===== src/hdl/tsfe_pkg.sv =====
// Shared types, constants and arithmetic helpers for the tabulated spline evaluator.
// No dependencies; every other file of the block imports this package.
package tsfe_pkg;

  // Parameter defaults
  localparam int DEF_MAX_TABLES = 4;
  localparam int DEF_MAX_POINTS = 1024;
  localparam int DEF_MAX_TYPES  = 4;

  // Fixed field widths
  localparam int DATA_W  = 32;
  localparam int ARG_W   = 31;
  localparam int FRAC_W  = 17;
  localparam int CNT_W   = 11;
  localparam int TAB_W   = 2;
  localparam int TYPE_W  = 2;
  localparam int PT_W    = 11;
  localparam int SLOT_W  = 3;
  localparam int CMD_W   = 2;
  localparam int NCOEF   = 7;
  localparam int PADDR_W = 4;
  localparam int PROD_W  = 2 * ARG_W;

  // 1.0 in Q16.16
  localparam logic [FRAC_W-1:0] ONE_Q = FRAC_W'(65536);

  // Register reset values
  localparam logic [ARG_W-1:0] INV_STEP_RST    = ARG_W'(65536);
  localparam logic [CNT_W-1:0] POINT_COUNT_RST = CNT_W'(1024);
  localparam logic [ARG_W-1:0] ARG_MAX_RST     = '0;

  // Saturation bounds
  localparam logic signed [63:0] SAT_HI = 64'sd2147483647;
  localparam logic signed [63:0] SAT_LO = -64'sd2147483648;

  typedef enum logic [CMD_W-1:0] {
    CMD_WCOEF = 2'd0,
    CMD_WMAP  = 2'd1,
    CMD_EVAL  = 2'd2
  } cmd_t;

  typedef enum logic [1:0] {
    REG_INV_STEP    = 2'd0,
    REG_POINT_COUNT = 2'd1,
    REG_ARG_MAX     = 2'd2
  } reg_idx_t;

  typedef logic signed [DATA_W-1:0] word_t;
  typedef logic [NCOEF-1:0][DATA_W-1:0] coef_set_t;

  typedef struct packed {
    logic [ARG_W-1:0] inv_step;
    logic [CNT_W-1:0] point_count;
    logic [ARG_W-1:0] arg_max;
  } cfg_t;

  // Per-request control that travels beside the coefficients
  typedef struct packed {
    logic              is_eval;
    logic              ext;
    logic [FRAC_W-1:0] f_q;
    logic [FRAC_W-1:0] f_m;
    logic [ARG_W-1:0]  diff;
  } eval_ctl_t;

  typedef struct packed {
    logic  ov;
    word_t val;
  } sat_t;

  // Clamp a wide signed value to 32 bits and flag the clamp
  function automatic sat_t sat32(input logic signed [63:0] v);
    sat_t res;
    if (v > SAT_HI) begin
      res.ov  = 1'b1;
      res.val = word_t'(SAT_HI[DATA_W-1:0]);
    end else if (v < SAT_LO) begin
      res.ov  = 1'b1;
      res.val = word_t'(SAT_LO[DATA_W-1:0]);
    end else begin
      res.ov  = 1'b0;
      res.val = word_t'(v[DATA_W-1:0]);
    end
    return res;
  endfunction

  // One Horner step: floor(acc*f / 2^16) + c, saturated
  function automatic sat_t horner(input word_t acc, input logic [FRAC_W-1:0] f,
                                  input word_t c);
    logic signed [DATA_W+FRAC_W:0] prod;
    logic signed [63:0]            sum;
    prod = (DATA_W+FRAC_W+1)'(acc) * $signed({1'b0, f});
    sum  = 64'(prod >>> 16) + 64'(c);
    return sat32(sum);
  endfunction

endpackage


===== src/hdl/tsfe_regs.sv =====
// APB-style configuration registers of the spline evaluator.
// Depends on tsfe_pkg for register indexes, widths and reset values.
module tsfe_regs import tsfe_pkg::*; (
  input  logic               clk,
  input  logic               rst_n,
  input  logic               psel,
  input  logic               penable,
  input  logic               pwrite,
  input  logic [PADDR_W-1:0] paddr,
  input  logic [31:0]        pwdata,
  output logic [31:0]        prdata,
  output logic               pready,
  output cfg_t               cfg
);

  cfg_t     cfg_r;
  reg_idx_t reg_idx;

  assign reg_idx = reg_idx_t'(paddr[PADDR_W-1:2]);
  assign pready  = 1'b1;
  assign cfg     = cfg_r;

  // Write on the access phase
  always_ff @(posedge clk) begin
    if (!rst_n) begin
      cfg_r.inv_step    <= INV_STEP_RST;
      cfg_r.point_count <= POINT_COUNT_RST;
      cfg_r.arg_max     <= ARG_MAX_RST;
    end else if (psel && penable && pwrite) begin
      case (reg_idx)
        REG_INV_STEP:    cfg_r.inv_step    <= pwdata[ARG_W-1:0];
        REG_POINT_COUNT: cfg_r.point_count <= pwdata[CNT_W-1:0];
        REG_ARG_MAX:     cfg_r.arg_max     <= pwdata[ARG_W-1:0];
        default: ;
      endcase
    end
  end

  // Read back
  always_comb begin
    case (reg_idx)
      REG_INV_STEP:    prdata = 32'(cfg_r.inv_step);
      REG_POINT_COUNT: prdata = 32'(cfg_r.point_count);
      REG_ARG_MAX:     prdata = 32'(cfg_r.arg_max);
      default:         prdata = '0;
    endcase
  end

endmodule


===== config.mk =====
export PLATFORM = sky130hd
export DESIGN_NAME = tsfe_regs
export DESIGN_NICKNAME = d
export VERILOG_FILES = /design/src/hdl/tsfe_pkg.sv /design/src/hdl/tsfe_regs.sv
export SDC_FILE = /design/constraint.sdc
export NUM_CORES = 1
export LEC_CHECK = 0
export BUFFER_PORTS_ARGS = -buffer_cell sky130_fd_sc_hd__buf_4
export CORE_ASPECT_RATIO = 0.7
export CORE_MARGIN = 4
export CORE_UTILIZATION = 40
export DETAILED_ROUTE_END_ITERATION = 16
export HOLD_SLACK_MARGIN = 0.02
export PLACE_DENSITY = 0.7
export SYNTH_ARGS = -nofsm -noshare
export SYNTH_HDL_FRONTEND = slang
export SYNTH_SLANG_ARGS = --single-unit

===== constraint.sdc =====
create_clock -name clk -period 1.85 [get_ports clk]
set_input_delay 0.37 -clock clk [delete_from_list [all_inputs] [get_ports clk]]
set_output_delay 0.37 -clock clk [all_outputs]
set_load 0.01 [all_outputs]

==> summary.md <==
Run status
• outcome: finished, final reports clean

Synthesis
• cell accounting for the most synthesized area: dfxtp_1
• synthesized area per cell: 9.12 um2
• most common flop cell mapped by yosys: dfxtp_1
• Post-Synthesis Cell Area: 3300 um2
• area share of the largest cell type after synthesis: 0.443
• number of warnings issued by yosys: 0
• FF+latch count, synth: 73
• Post-Syn Instances: 362
• Net Count, Synth: 403
• top post-synthesis cells by count: nand2_1 (113), mux2i_1 (104), dfxtp_1 (73)
• cells taking the most area after synthesis: dfxtp_1 (44%), mux2i_1 (32%), nand2_1 (13%), nor2_1 (2.3%), buf_4 (2.0%)
• count of distinct cell types in the synthesized netlist: 15
• count leader, synth: nand2_1
• sequential cell area fraction in the yosys report: 0.443
• proportion of register bits with asynchronous set or reset after synthesis: 0
• number of enable flip-flop cells after synthesis: 0

Worst setup path
• CP required: 1480 ps
• critical path endpoint category: output pin
• path type of the worst setup path: input port to output pin
• critical path launch point type: input port
• top fanout value on the critical path: 14
• delay of the slowest cell on the worst path: 200 ps
• slowest cell on the critical path: buf_4
• reg2reg path depth: 2
• arrival time worst endpoint: 1220 ps
• crit path cell chain: buf_4 -> buf_12 -> mux2i_1 -> o21ai_0 -> buf_4
• Reg2Reg Launch Point: cfg[53]
• endpoint of the worst-slack reg-to-reg timing path: cfg[53]
• library cell appearing most often on the critical path: buf_4
• slack of the worst reg-to-reg path: 1190 ps

Clock network
• Setup Buffers After CTS: 0
• clock tree from TritonCTS: yes
• Clk Tree Root Cell: clkbuf_16
• worst skew pair latency: 310 ps
• hold bufs inserted after CTS: 0
• number of cells upsized or downsized after cts: 0
• clock transition at the register clock pins on the worst setup and hold paths after CTS: 50 ps
• number of sinks on the clock net: 73
• CTS Buffer Depth: 2
• CTS H-tree lvls: 3
• total clock buffers created by CTS: 9

Routing
• drt pass-1 iters: 4
• # DRC: 0
• post-route ant nets: 0
• routed via count divided by cell count: 4.78
• DRC marker count from the first detailed-route iteration: 149
• total wire length: 8970 um
• post-detailed-route wirelength per cell: 14.8 um
• total number of vias: 2890

Power
• net switching component of the power: 799 uW
• Switching Fraction: 0.201
• internal power contribution: 3170 uW
• leakage power: 0.00221 uW
• Power Total: 3970 uW
• power density over the cells: 817 nW/um2
• combinational group share of total power: 0.080
• portion of total power attributed to sequential cells: 0.405
• highest ir drop seen on vdd: 0.000395 V
• clock network fraction of total power: 0.515

Timing
• final number of max-transition violations: 0
• peak clock frequency supported by timing: 0.627 GHz
• Final period util: 0.862
• post-route clock skew: 0 ps
• setup repair after global routing missed its margin: false
• final hold vios: 0
• worst hold slack after final layout: 317 ps
• final total negative setup slack: 0 ps
• final-report setup violation count: 0
• final critical-path required period: 1590 ps

Floorplan
• Die Outline Area: 9790 um2
• initial standard-cell utilization of the core: 0.416
• number of core rows: 27
• floorplan die width: 117 um
• height of the chip: 84 um
• Std-Cell Core Area: 7940 um2
• count of boundary I/O pins: 147

Placed design
• gpl congestion: 0.741
• post-placement cell count: 588
• count of port buffers added during placement: 141
• total half-perimeter wirelength after legalization and detailed placement: 6700 um

Global route
• via count of the first global-routing pass: 2919
• initial antenna violation count: 0
• pin count of the biggest net entering global routing: 44
• first-pass GRT wire length: 14400 um
• Tot GR Track Use: 0.182
• total congestion overflow after global routing: 0

Worst hold path
• hold path startpoint: pwdata[10]
• hold-critical path endpoint: cfg[41]
• class of the most critical hold timing path: input port to flop
• instance count along the most critical hold path: 3

Cells and area
• flip-flop count of the largest register after layout: 73
• fin nets: 539
• Layout Area Growth over Synthesis: 47.4%
• ant diodes: 0
• share of cells above drive strength 1: 0.346
• count of non-filler cells in the finished layout: 604

Flow run
• number of violations of the max-capacitance limit: 0

## cell families after synthesis
family,after synthesis,share of synthesized area
AOI/OAI and AO/OA,11,0.0167
buffers and inverters,30,0.0497
DFF,73,0.443
muxes,104,0.315
other,2,0.00228
and+or+nand+nor,142,0.173
## power groups by stage
| stage | Sequential [uW] | Clock (uW) | Combinational [uW] |
|---|---|---|---|
| after CTS | 1610 | 2090 | 321 |
| after global routing | 1610 | 2170 | 345 |
| after floorplan | 1650 | 0 | 159 |
| final | 1610 | 2050 | 316 |
| after global placement | 1640 | 0 | 314 |
| after detailed placement | 1640 | 0 | 319 |
## cells in the final DEF (no fill, tap or decap)
| master | instances |
|---|---|
| dfxtp_1 | 73 |
| conb_1 | 2 |
| o21ai_0 | 11 |
| clkinvlp_4 | 1 |
| buf_4 | 150 |
| clkbuf_8 | 3 |
| nand2_1 | 113 |
| nor3_4 | 1 |
| bufinv_16 | 3 |
| nand3_2 | 1 |
| clkbuf_16 | 9 |
| mux2i_1 | 104 |
| nor2_1 | 20 |
| nor2b_1 | 5 |
| or3b_1 | 1 |
| buf_12 | 5 |
| nor3b_4 | 1 |
## critical path, delay by kind of cell
family / cells / cell delay, ps
buffers and inverters: 3 / 540
multiplexers: 1 / 200
AO/OA/AOI/OAI: 1 / 100
## how the worst max path moves through the flow
stage / startpoint / to / slack (ps) / cells past startpoint
2_1_floorplan: paddr[2] / prdata[11] / 310 / 4
3_3_place_gp: paddr[2] / cfg[33] / 200 / 5
3_5_place_dp: paddr[2] / cfg[37] / 190 / 5
4_1_cts: paddr[2] / prdata[1] / 250 / 5
5_1_grt: paddr[2] / prdata[8] / 180 / 5
6_report: paddr[2] / prdata[1] / 260 / 5
## routing by layer
layer | global-route usage | share of wire | routed length [um]
met5 | 0 | 0 | 0
met4 | 0.0469 | 0.0099 | 89
met3 | 0.0493 | 0.064 | 571
met2 | 0.304 | 0.47 | 4210
met1 | 0.230 | 0.46 | 4090
## layout make-up
cell class / count / area (um2)
fillers: 678 / 3070
clock inverters: 4 / 97.6
well taps: 101 / 126
repair buffers: 155 / 1230
multi-input cells: 259 / 1690
flip-flops and latches: 73 / 1460
clock buffers: 12 / 267
## per-stage QoR
stage / utilization / setup WS [ps] / cell area [um2]
floorplan: - / 311 / 3300
global placement: 0.567 / 205 / 4500
detailed placement: 0.567 / 186 / 4500
CTS: 0.613 / 250 / 4870
global route: 0.613 / 178 / 4870
finish: 0.613 / 256 / 4870
(Power assumes the default switching activity.)
